## src/sv/crf_pkg.sv

```systemverilog
// ============================================================================
// crf_pkg
// Shared types and constants of the checked frame receiver.
// ============================================================================
package crf_pkg;

    localparam int MAX_COMMANDS = 16;
    localparam int CMD_IDX_W    = $clog2(MAX_COMMANDS);
    localparam int COUNT_W      = 5;
    localparam int CFG_DATA_W   = 64;
    localparam int CFG_INDEX_W  = 3;
    localparam int WIN_LEN      = 4;

    localparam logic [7:0] HDR_XOR        = 8'hAA;
    localparam logic [7:0] DATA_XOR       = 8'h55;
    localparam logic [7:0] BROADCAST_ADDR = 8'hFF;

    // Configuration register indexes.
    localparam logic [CFG_INDEX_W-1:0] CFG_OWN_ADDRESS   = 3'd0;
    localparam logic [CFG_INDEX_W-1:0] CFG_MASTER_MODE   = 3'd1;
    localparam logic [CFG_INDEX_W-1:0] CFG_MAX_PAYLOAD   = 3'd2;
    localparam logic [CFG_INDEX_W-1:0] CFG_COMMAND_COUNT = 3'd3;
    localparam logic [CFG_INDEX_W-1:0] CFG_CODES_LOW     = 3'd4;
    localparam logic [CFG_INDEX_W-1:0] CFG_CODES_HIGH    = 3'd5;

    typedef enum logic [1:0] {
        KIND_PAYLOAD = 2'd0,
        KIND_ACCEPT  = 2'd1,
        KIND_REJECT  = 2'd2
    } kind_t;

    typedef struct packed {
        logic [7:0]                  own_address;
        logic                        master_mode;
        logic [7:0]                  max_payload;
        logic [COUNT_W-1:0]          command_count;
        logic [MAX_COMMANDS*8-1:0]   command_codes;
    } cfg_t;

    typedef struct packed {
        logic                 hit;
        logic [CMD_IDX_W-1:0] index;
    } hdr_result_t;

endpackage

```

## src/sv/crf_if.sv

```systemverilog
// ============================================================================
// crf_in_if / crf_out_if
// Valid/ready channels for received bytes and for receiver results.
// ============================================================================
interface crf_in_if;
    logic       valid;
    logic       ready;
    logic [7:0] rx_byte;

    modport source (output valid, output rx_byte, input ready);
    modport sink   (input valid, input rx_byte, output ready);
endinterface

interface crf_out_if;
    logic                            valid;
    logic                            ready;
    crf_pkg::kind_t                  result_kind;
    logic [7:0]                      frame_address;
    logic [crf_pkg::CMD_IDX_W-1:0]   command_index;
    logic [7:0]                      payload_length;
    logic [7:0]                      payload_byte;
    logic [7:0]                      byte_position;

    modport source (output valid, output result_kind, output frame_address,
                    output command_index, output payload_length,
                    output payload_byte, output byte_position, input ready);
    modport sink   (input valid, input result_kind, input frame_address,
                    input command_index, input payload_length,
                    input payload_byte, input byte_position, output ready);
endinterface

```

## src/sv/crf_cfg_regs.sv

```systemverilog
// ============================================================================
// crf_cfg_regs
// Configuration register file written through a plain write port.
// ============================================================================
module crf_cfg_regs (
    input  logic                               clk,
    input  logic                               rst_n,
    input  logic                               cfg_we,
    input  logic [crf_pkg::CFG_INDEX_W-1:0]    cfg_index,
    input  logic [crf_pkg::CFG_DATA_W-1:0]     cfg_data,
    output crf_pkg::cfg_t                      cfg
);

    crf_pkg::cfg_t cfg_reg;
    crf_pkg::cfg_t cfg_next;

    localparam int HALF = crf_pkg::MAX_COMMANDS * 4;

    always_comb
    begin
        cfg_next = cfg_reg;
        if (cfg_we)
        begin
            case (cfg_index)
                crf_pkg::CFG_OWN_ADDRESS:   cfg_next.own_address = cfg_data[7:0];
                crf_pkg::CFG_MASTER_MODE:   cfg_next.master_mode = cfg_data[0];
                crf_pkg::CFG_MAX_PAYLOAD:   cfg_next.max_payload = cfg_data[7:0];
                crf_pkg::CFG_COMMAND_COUNT:
                    cfg_next.command_count = cfg_data[crf_pkg::COUNT_W-1:0];
                crf_pkg::CFG_CODES_LOW:
                    cfg_next.command_codes[HALF-1:0] = cfg_data[HALF-1:0];
                crf_pkg::CFG_CODES_HIGH:
                    cfg_next.command_codes[2*HALF-1:HALF] = cfg_data[HALF-1:0];
                default: ;
            endcase
        end
    end

    always_ff @(posedge clk or negedge rst_n)
    begin
        if (!rst_n)
        begin
            cfg_reg <= '{own_address:   8'h00,
                         master_mode:   1'b0,
                         max_payload:   8'hFF,
                         command_count: '0,
                         command_codes: '0};
        end
        else
        begin
            cfg_reg <= cfg_next;
        end
    end

    assign cfg = cfg_reg;

endmodule

```

## src/sv/crf_hdr_check.sv

```systemverilog
// ============================================================================
// crf_hdr_check
// Header qualification: address, command table lookup, length and check byte.
// ============================================================================
module crf_hdr_check (
    input  logic [7:0]             hdr_address,
    input  logic [7:0]             hdr_command,
    input  logic [7:0]             hdr_length,
    input  logic [7:0]             hdr_check,
    input  crf_pkg::cfg_t          cfg,
    output crf_pkg::hdr_result_t   result
);

    logic                            addr_ok;
    logic                            cmd_found;
    logic [crf_pkg::CMD_IDX_W-1:0]   cmd_index;
    logic                            len_ok;
    logic                            chk_ok;
    logic [7:0]                      chk_sum;

    assign addr_ok = cfg.master_mode || (hdr_address == cfg.own_address)
                     || (hdr_address == crf_pkg::BROADCAST_ADDR);

    // Scan from the top so that the lowest matching entry wins.
    always_comb
    begin
        cmd_found = 1'b0;
        cmd_index = '0;
        for (int i = crf_pkg::MAX_COMMANDS - 1; i >= 0; i--)
        begin
            if ((cfg.command_count > crf_pkg::COUNT_W'(i))
                && (cfg.command_codes[8*i +: 8] == hdr_command))
            begin
                cmd_found = 1'b1;
                cmd_index = crf_pkg::CMD_IDX_W'(i);
            end
        end
    end

    assign len_ok  = (hdr_length <= cfg.max_payload);
    assign chk_sum = hdr_address + hdr_command + hdr_length;
    assign chk_ok  = (hdr_check == (chk_sum ^ crf_pkg::HDR_XOR));

    assign result.hit   = addr_ok && cmd_found && len_ok && chk_ok;
    assign result.index = cmd_index;

endmodule

```

## src/sv/checked_frame_receiver_core.sv

```systemverilog
// ============================================================================
// checked_frame_receiver_core
// Byte-serial receiver for checked frames with tentative payload streaming.
// ============================================================================
// The receiver takes one byte per clock cycle as long as the result side does
// not stall. A byte first lands in an input register; from there the header
// check, payload sum and frame state update run as one pass and the result,
// if the byte gives one, is written to the output register, where it stays
// until it is transferred. The pass advances whenever the input register
// holds a byte and the output register is empty or being read; while a
// result waits, the input register keeps any byte it holds and, once it
// holds one, the byte input is stalled. Configuration writes take effect at
// the next clock edge and should only be made while no bytes are in flight.
module checked_frame_receiver_core (
    input  logic                               clk,
    input  logic                               rst_n,
    input  logic                               cfg_we,
    input  logic [crf_pkg::CFG_INDEX_W-1:0]    cfg_index,
    input  logic [crf_pkg::CFG_DATA_W-1:0]     cfg_data,
    crf_in_if.sink                             rx,
    crf_out_if.source                          result
);

    crf_pkg::cfg_t          cfg;
    crf_pkg::hdr_result_t   hdr;

    // Input stage
    logic        in_valid_reg;
    logic [7:0]  in_byte_reg;
    logic        advance;

    // Frame state
    logic [7:0]                      win_reg [crf_pkg::WIN_LEN];
    logic [7:0]                      win_next [crf_pkg::WIN_LEN];
    logic                            in_payload_reg, in_payload_next;
    logic [7:0]                      count_reg, count_next;
    logic [7:0]                      sum_reg, sum_next;
    logic [crf_pkg::CMD_IDX_W-1:0]   cmd_reg, cmd_next;

    // Output stage
    logic                            out_valid_reg;
    logic                            emit;
    crf_pkg::kind_t                  kind_next, kind_reg;
    logic [7:0]                      byte_next, byte_reg;
    logic [7:0]                      pos_next, pos_reg;
    logic [7:0]                      addr_reg, len_reg;
    logic [crf_pkg::CMD_IDX_W-1:0]   idx_reg;

    crf_cfg_regs u_cfg (
        .clk       (clk),
        .rst_n     (rst_n),
        .cfg_we    (cfg_we),
        .cfg_index (cfg_index),
        .cfg_data  (cfg_data),
        .cfg       (cfg)
    );

    // The header is checked against the window as it stands after the shift.
    crf_hdr_check u_hdr (
        .hdr_address (win_reg[1]),
        .hdr_command (win_reg[2]),
        .hdr_length  (win_reg[3]),
        .hdr_check   (in_byte_reg),
        .cfg         (cfg),
        .result      (hdr)
    );

    assign advance  = in_valid_reg && (!out_valid_reg || result.ready);
    assign rx.ready = !in_valid_reg || advance;

    always_ff @(posedge clk or negedge rst_n)
    begin
        if (!rst_n)
        begin
            in_valid_reg <= 1'b0;
        end
        else if (rx.ready)
        begin
            in_valid_reg <= rx.valid;
        end
    end

    always_ff @(posedge clk)
    begin
        if (rx.ready && rx.valid)
        begin
            in_byte_reg <= rx.rx_byte;
        end
    end

    always_comb
    begin
        win_next        = win_reg;
        in_payload_next = in_payload_reg;
        count_next      = count_reg;
        sum_next        = sum_reg;
        cmd_next        = cmd_reg;
        emit            = 1'b0;
        kind_next       = crf_pkg::KIND_ACCEPT;
        byte_next       = '0;
        pos_next        = '0;
        if (!in_payload_reg)
        begin
            win_next[0] = win_reg[1];
            win_next[1] = win_reg[2];
            win_next[2] = win_reg[3];
            win_next[3] = in_byte_reg;
            if (hdr.hit)
            begin
                cmd_next = hdr.index;
                if (win_reg[3] == 8'd0)
                begin
                    emit = 1'b1;
                end
                else
                begin
                    in_payload_next = 1'b1;
                    count_next      = '0;
                    sum_next        = '0;
                end
            end
        end
        else if (count_reg < win_reg[2])
        begin
            emit       = 1'b1;
            kind_next  = crf_pkg::KIND_PAYLOAD;
            byte_next  = in_byte_reg;
            pos_next   = count_reg;
            count_next = count_reg + 8'd1;
            sum_next   = sum_reg + in_byte_reg;
        end
        else
        begin
            emit            = 1'b1;
            in_payload_next = 1'b0;
            if (in_byte_reg != (sum_reg ^ crf_pkg::DATA_XOR))
            begin
                kind_next = crf_pkg::KIND_REJECT;
            end
        end
    end

    always_ff @(posedge clk or negedge rst_n)
    begin
        if (!rst_n)
        begin
            for (int i = 0; i < crf_pkg::WIN_LEN; i++)
            begin
                win_reg[i] <= '0;
            end
            in_payload_reg <= 1'b0;
            count_reg      <= '0;
            sum_reg        <= '0;
            cmd_reg        <= '0;
        end
        else if (advance)
        begin
            win_reg        <= win_next;
            in_payload_reg <= in_payload_next;
            count_reg      <= count_next;
            sum_reg        <= sum_next;
            cmd_reg        <= cmd_next;
        end
    end

    always_ff @(posedge clk or negedge rst_n)
    begin
        if (!rst_n)
        begin
            out_valid_reg <= 1'b0;
        end
        else if (advance)
        begin
            out_valid_reg <= emit;
        end
        else if (result.ready)
        begin
            out_valid_reg <= 1'b0;
        end
    end

    always_ff @(posedge clk)
    begin
        if (advance && emit)
        begin
            kind_reg <= kind_next;
            byte_reg <= byte_next;
            pos_reg  <= pos_next;
            addr_reg <= win_next[0];
            len_reg  <= win_next[2];
            idx_reg  <= cmd_next;
        end
    end

    assign result.valid          = out_valid_reg;
    assign result.result_kind    = kind_reg;
    assign result.frame_address  = addr_reg;
    assign result.command_index  = idx_reg;
    assign result.payload_length = len_reg;
    assign result.payload_byte   = byte_reg;
    assign result.byte_position  = pos_reg;

endmodule

```

## src/flat_wrapper.sv

```systemverilog
// flat-port wrapper written by rule: the top's interface ports become plain ports
module checked_frame_receiver_core_flat 
  (clk, rst_n, cfg_we, cfg_index, cfg_data, rx_valid, rx_rx_byte, rx_ready, result_valid, result_result_kind, result_frame_address, result_command_index, result_payload_length, result_payload_byte, result_byte_position, result_ready);
  crf_in_if rx_i ();
  crf_out_if result_i ();
  input  logic clk;
  input  logic rst_n;
  input  logic cfg_we;
  input  logic [crf_pkg::CFG_INDEX_W-1:0] cfg_index;
  input  logic [crf_pkg::CFG_DATA_W-1:0] cfg_data;
  input wire logic [$bits(rx_i.valid)-1:0] rx_valid;
  input wire logic [$bits(rx_i.rx_byte)-1:0] rx_rx_byte;
  output wire logic [$bits(rx_i.ready)-1:0] rx_ready;
  output wire logic [$bits(result_i.valid)-1:0] result_valid;
  output wire logic [$bits(result_i.result_kind)-1:0] result_result_kind;
  output wire logic [$bits(result_i.frame_address)-1:0] result_frame_address;
  output wire logic [$bits(result_i.command_index)-1:0] result_command_index;
  output wire logic [$bits(result_i.payload_length)-1:0] result_payload_length;
  output wire logic [$bits(result_i.payload_byte)-1:0] result_payload_byte;
  output wire logic [$bits(result_i.byte_position)-1:0] result_byte_position;
  input wire logic [$bits(result_i.ready)-1:0] result_ready;
  assign rx_i.valid = rx_valid;
  assign rx_i.rx_byte = rx_rx_byte;
  assign rx_ready = rx_i.ready;
  assign result_valid = result_i.valid;
  assign result_result_kind = result_i.result_kind;
  assign result_frame_address = result_i.frame_address;
  assign result_command_index = result_i.command_index;
  assign result_payload_length = result_i.payload_length;
  assign result_payload_byte = result_i.payload_byte;
  assign result_byte_position = result_i.byte_position;
  assign result_i.ready = result_ready;
  checked_frame_receiver_core u_core (.clk(clk), .rst_n(rst_n), .cfg_we(cfg_we), .cfg_index(cfg_index), .cfg_data(cfg_data), .rx(rx_i), .result(result_i));
endmodule
```

## config.mk

```make
export PLATFORM = sky130hd
export DESIGN_NAME = checked_frame_receiver_core_flat
export DESIGN_NICKNAME = d
export VERILOG_FILES = /design/src/sv/crf_pkg.sv /design/src/sv/crf_if.sv /design/src/sv/crf_cfg_regs.sv /design/src/sv/crf_hdr_check.sv /design/src/sv/checked_frame_receiver_core.sv /design/src/flat_wrapper.sv
export SDC_FILE = /design/constraint.sdc
export NUM_CORES = 1
export LEC_CHECK = 0
export BUFFER_PORTS_ARGS = -buffer_cell sky130_fd_sc_hd__buf_2
export CAP_MARGIN = 20
export CORE_UTILIZATION = 40
export DETAILED_ROUTE_END_ITERATION = 10
export PLACE_DENSITY = 0.62
export SYNTH_ARGS = -nofsm -noshare
export SYNTH_HDL_FRONTEND = slang
export SYNTH_SLANG_ARGS = --single-unit
export TNS_END_PERCENT = 1
```

## constraint.sdc

```tcl
create_clock -name clk -period 5.3 [get_ports clk]
set_input_delay 0.53 -clock clk [delete_from_list [all_inputs] [get_ports clk]]
set_output_delay 0.53 -clock clk [all_outputs]
set_load 0.02 [all_outputs]
```

; After elaboration in Yosys (flattened, before gate mapping)
; Cells that the tools add are included.
[op_classes]
n_mux = 52
n_lt_le_gt_ge = 18
bitwise = 3
eq_ne = 27
add_sub_neg = 4
reduce_logical = 42
[ops]
columns = cell, count
row1 = $eq 8x8->1, 18
row2 = $mux 4, 18
row3 = $mux 8, 6
row4 = $gt 5x4->1 const B, 8
row5 = $mux 32, 1
row6 = $mux 1, 26
row7 = $add 8x8->8, 3
row8 = $logic_and 1x1->1, 22
row9 = $gt 5x3->1 const B, 4
row10 = $reduce_and 2->1, 8
row11 = $gt 5x1->1 const B, 2
row12 = $gt 5x2->1 const B, 2
row13 = $add 8x1->8 const B, 1
row14 = $eq 8x8->1 const B, 1
row15 = $le 8x8->1, 1
row16 = $logic_not 8->1, 1
row17 = $lt 8x8->1, 1
row18 = $ne 8x8->1, 1
row19 = $not 4->4, 2
row20 = $eq 3x2->1 const B, 2
row21 = $eq 3x3->1 const B, 2
row22 = $logic_or 1x1->1, 4
row23 = $reduce_and 4->1, 1
row24 = $reduce_bool 2->1, 2
row25 = other kinds (8), 9
[totals]
in_bits = 80
word_cells = 170
reg_bits = 251
output_inout_bits = 40

; Depth between registers and ports, before layout
[logic_depth]
ltp_word = 24
depth_mapped = 17
mapped_depth_nobuf = 14

; Modules after synthesis
; From an unflattened synthesis, not the netlist that was laid out.
[unflattened]
cells_unflattened = 1021
area_unflattened_um2 = 13331.5
[modules_own_cells]
columns = mod, seq_area_each_um2, cells_each, n_inst, area_per_inst_um2
row1 = crf_cfg_regs, 3763.6, 321, 1, 5972.0
row2 = checked_frame_receiver_core, 2757.6, 357, 1, 4556.9
row3 = crf_hdr_check, 0.0, 343, 1, 2802.7

; Worst setup path before layout
; OpenSTA, ideal clock, no wires.
[synth_timing]
path_type = register -> register
from = reg u_core.win_reg[8] (netlist name)
to = reg u_core.pos_reg[0], in the netlist u_core.result.byte_position[0] (enable)
required_ns = 4.853
path_stages_with_launch = 15
setup_slack_ns = -0.597
n_path_buf = 2
arrival_time_ns = 5.450
synth_period_minus_slack_ns = 5.897
setup_time_ns = 0.447
cell_sequence = dfrtp_1 > buf_6 > buf_6 > inv_1 > fa_1 > inv_1 > ha_1 > inv_1 > fa_1 > xor2_1 > nand3_1 > or4b_1 > or3_1 > or4b_2 > a21oi_1
[synth_via]
elab_chain_cells = 24
elab_cells_between_ends = 58
cone_classes = add/sub: 2 / eq/ne: 17 / mux: 18 / bitwise: 1 / reduce/logical: 20
[synth_lines]
columns = element, line
row1 = start: declaration, checked_frame_receiver_core.sv:33  ; logic [7:0] win_reg [crf_pkg::WIN_LEN];
row2 = start signal: assignment, checked_frame_receiver_core.sv:158  ; win_reg <= win_next;
row3 = $eq 8x8->1, crf_hdr_check.sv:32  ; && (cfg.command_codes[8*i +: 8] == hdr_command))
row4 = $logic_and 1x1->1, crf_hdr_check.sv:32
row5 = $mux 1 (16 in a row), crf_hdr_check.sv:31  ; if ((cfg.command_count > crf_pkg::COUNT_W'(i))
row6 = $logic_and 1x1->1 (2 in a row), crf_hdr_check.sv:44  ; assign result.hit = addr_ok && cmd_found && len_ok && chk_ok;
row7 = $logic_and 1x1->1 *, crf_hdr_check.sv:44
row8 = $mux 1 *, checked_frame_receiver_core.sv:108  ; if (hdr.hit)
row9 = $mux 1 *, checked_frame_receiver_core.sv:102  ; if (!in_payload_reg)
row10 = $logic_and 1x1->1 *, checked_frame_receiver_core.sv:184  ; if (advance && emit)
row11 = end signal: assignment, checked_frame_receiver_core.sv:188  ; pos_reg <= pos_next;
row12 = end: declaration, checked_frame_receiver_core.sv:45  ; logic [7:0] pos_next, pos_reg;
; Mark *: on every way between the ends. The rest lies on a longest branch, timed or not.
; A chain may end at the register's enable or synchronous reset.

; Worst setup path in the final report
[layout_timing]
from = reg u_core.win_reg[17] (netlist name)
to = reg u_core.addr_reg[3], in the netlist u_core.result.frame_address[3] (enable)
[layout_via]
elab_chain_cells = 9
elab_cells_between_ends = 14
cone_classes = add/sub: 2 / eq/ne: 3 / mux: 2 / bitwise: 1 / reduce/logical: 6
[layout_lines]
columns = element, line
row1 = "parallel branches: the longest is 5 deep, another holds $add 8x8->8", -
row2 = $logic_and 1x1->1 *, crf_hdr_check.sv:44
row3 = $mux 1 *, checked_frame_receiver_core.sv:108
row4 = $mux 1 *, checked_frame_receiver_core.sv:102
row5 = $logic_and 1x1->1 *, checked_frame_receiver_core.sv:184
row6 = end signal: assignment, checked_frame_receiver_core.sv:189  ; addr_reg <= win_next[0];
row7 = end: declaration, checked_frame_receiver_core.sv:46  ; logic [7:0] addr_reg, len_reg;
; Mark *: on every way between the ends.

==> results.yml <==
placed_design:
  port_buffers: 119
  dp_hpwl_mm: 19.6
  place_area_sq_mm: 0.0137
  gp_congestion: 0.823
  dp_slack_ns: 0.867
sta:
  slew_headroom_pct: 25.0
  worstMarginPinSlew_ns: 1.13
  rsz0062_at_grt: "false"
  max_freq_mhz: 226
  finalClockSkew_ns: 0.0175
  setup_viol: 0
  finalHoldViolations: 0
  fin_tns_setup_ns: 0
  maxSlewViolCount: 0
  fin_crit_ns: 4.42
  worst_slack_ns: 0.883
  min_period_over_period_pct: 83.3
power:
  leakage_uw: 0.00631
  power_density_mw_per_mm2: 540
  peakVddDrop_mv: 0.361
global_route:
  grt_usage_pct: 18.2
  grt_pass1_wl_mm: 46.9
  grt_max_degree: 177
  gr-total-overflow: 0
  grt_antenna_before_repair: 2
  first_global_vias: 8288
cts:
  htree_num_levels: 1
  cts.clk_slew.worst_paths_ns: 0.06
  numCtsBuffers: 28
  clk_latency_ns: 0.55
  postCtsSetupBuffers: 0
  cts_resized: 0
  clockBufferDepth: 3
  cts_sinks: 251
  clockRootBuffer: "clkbuf_16"
  cts_tree: "done"
  cts_hold_buf: 1
detailed_routing:
  detail_route.drc_violations: 0
  vias_per_cell: 5.23
  wl_mm: 28.9
  drtIter0Drc: 355
  ant_nets: 0
  vias: 8138
  post_drt_wl_per_cell_microns: 18.6
  dr.pass1.iters: 5
yosys:
  synth_top_area_share_pct: 38.6
  synth_area_sq_mm: 0.0128
  synth_edf_count: 46
  synthFlopType: "dfrtp_1"
  synth_seq_cells: 251
  synth.largest_area_cell: "dfrtp_1"
  synth_cells: 1011
  yosys-top-cells-count: "dfrtp_1, mux2_2, xor2_1"
  ys.warnings.count: 0
  async_flop_share_pct: 81.7
  avgSynthCellArea_sq_um: 12.6
  netlist_top_cells_area: "dfrtp_1, mux2_2, edfxtp_1, xor2_1, xnor2_1"
  ys_seq_area_share_pct: 51.1
  yosysUniqueCellTypes: 64
  synth_most_common_cell: "dfrtp_1"
  syn_nets: 1129
worst_setup_path:
  cp_max_fo: 24
  cp_slowest_cell: "or4b_2"
  crit_arrival_ns: 4.62
  worstPathRequired_ns: 5.51
  worst_setup_path_start_kind: "register"
  endpoint_kind: "register"
  crit_chain: "fa_1, ha_1, inv_1, fa_1, xor2_1, nand3_1, or4b_1, or3_1, or4b_2, a21oi_4, buf_4"
  crit_path_frequent_cell: "fa_1"
  critPathKind: "reg2reg"
  critPathMaxStageDelay_ns: 0.66
floorplanning:
  die_x_microns: 181
  start_util_pct: 40.6
  rows: 65
  die_h_microns: 181
  num_io_pins: 120
  die_area_sq_mm: 0.0327
  coreArea_sq_mm: 0.0315
cells_and_area:
  largest_register_ffs: 150
  drive_above_1_share_pct: 34.1
  nNetsFinal: 1249
  n_fill_cell: 2837
  postLayoutCellArea_sq_mm: 0.0147
  area_growth_syn_to_layout_pct: 15.1
run:
  cap_violations: 0
min_path:
  hold_path.class: "in2reg"
status:
  status: "complete, no violations"
-- cell families after synthesis --
kind of cell             Yosys count  synth area share [%]
buffers and inverters             73                  3.10
XOR/XNOR                         158                  10.8
adder cells (fa/ha/maj)           38                  4.25
flip-flops                       251                  51.1
AND/OR/NAND/NOR                  209                  9.51
multiplexers                     186                  16.4
AO/OA/AOI/OAI                     96                  4.83
-- worst paths after layout --
kind	from	to	slack, ns	depth (start not counted)
hold reg to reg	u_core.cmd_reg[3]	u_core.cmd_reg[3]	0.47	2
hold / removal	rx_rx_byte[0]	u_core.in_byte_reg[0]	0.17	1
max in group asynchronous	rst_n	u_core.in_valid_reg	3.56	3
setup reg to reg	u_core.win_reg[17]	u_core.result.frame_address[3]	0.88	11
setup / recovery	u_core.win_reg[17]	u_core.result.frame_address[3]	0.88	11
min in group asynchronous	rst_n	u_core.u_cfg.cfg[98]	0.43	2
-- metrics by stage --
step	utilization, %	cells	hold slack [ns]	total power, uW
after floorplan	-	1011	0.234	5250
after global placement	43.6	1501	0.440	5950
after detailed placement	43.7	1502	0.438	6000
after CTS	46.7	1555	0.145	8010
after global routing	46.7	1555	0.140	8460
final	46.7	1556	0.165	7940
-- worst max-delay path: cells and delay by family, from the launching register on --
family | cells | cell delay, ns
AOI/OAI and AO/OA | 1 | 0.17
xor gates and xnor gates | 1 | 0.13
adders and majority gates | 3 | 1.22
buffers and inverters | 2 | 0.38
DFF | 1 | 0.46
and+or+nand+nor | 4 | 1.69
-- report_power, final --
group          switching [uW]  internal, uW
Clock                     790          1190
Combinational            1630          1410
Sequential                448          2470
Total                    2870          5070
-- cell type report --
cell class,instances,area [sq um],share of cell area [%]
inverters,25,93.8,0.639
well taps,402,503,3.42
flip-flops and latches,251,6520,44.4
clock buffers,39,793,5.40
clock inverters,13,150,1.02
multi-input cells,687,5870,40.0
diodes,1,2.50,0.0170
repair buffers,138,759,5.17
-- placed cells by master (no fill, tap or decap), types with 7 or more instances in the layout --
cell type / Yosys / final
ha_1: 29 / 29
nand4_1: 17 / 17
xnor2_1: 61 / 61
fa_1: 9 / 9
buf_2: 4 / 119
o21ai_0: 33 / 33
nor3_1: 8 / 7
mux2_2: 185 / 185
edfxtp_1: 46 / 46
buf_4: 3 / 16
o31ai_1: 8 / 8
xor2_1: 97 / 97
nor2b_1: 7 / 7
clkbuf_16: 0 / 29
dfrtp_1: 197 / 197
inv_1: 25 / 25
nand2b_1: 9 / 9
a21o_1: 9 / 9
nand3_1: 18 / 18
or4_1: 9 / 9
nand2_1: 51 / 51
nor4_1: 18 / 18
clkbuf_1: 26 / 7
dfstp_2: 8 / 8
a21oi_1: 15 / 14
and2_1: 20 / 20
nor2_1: 23 / 23
-- metal layers --
| layer | part of all wire, % | global-route usage, % |
|---|---|---|
| met5 | 0.028 | 0 |
| met4 | 2.0 | 5.16 |
| met3 | 3.8 | 2.62 |
| met2 | 47 | 29.7 |
| met1 | 47 | 25.2 |
No activity file was read; power rests on OpenSTA's default activity.
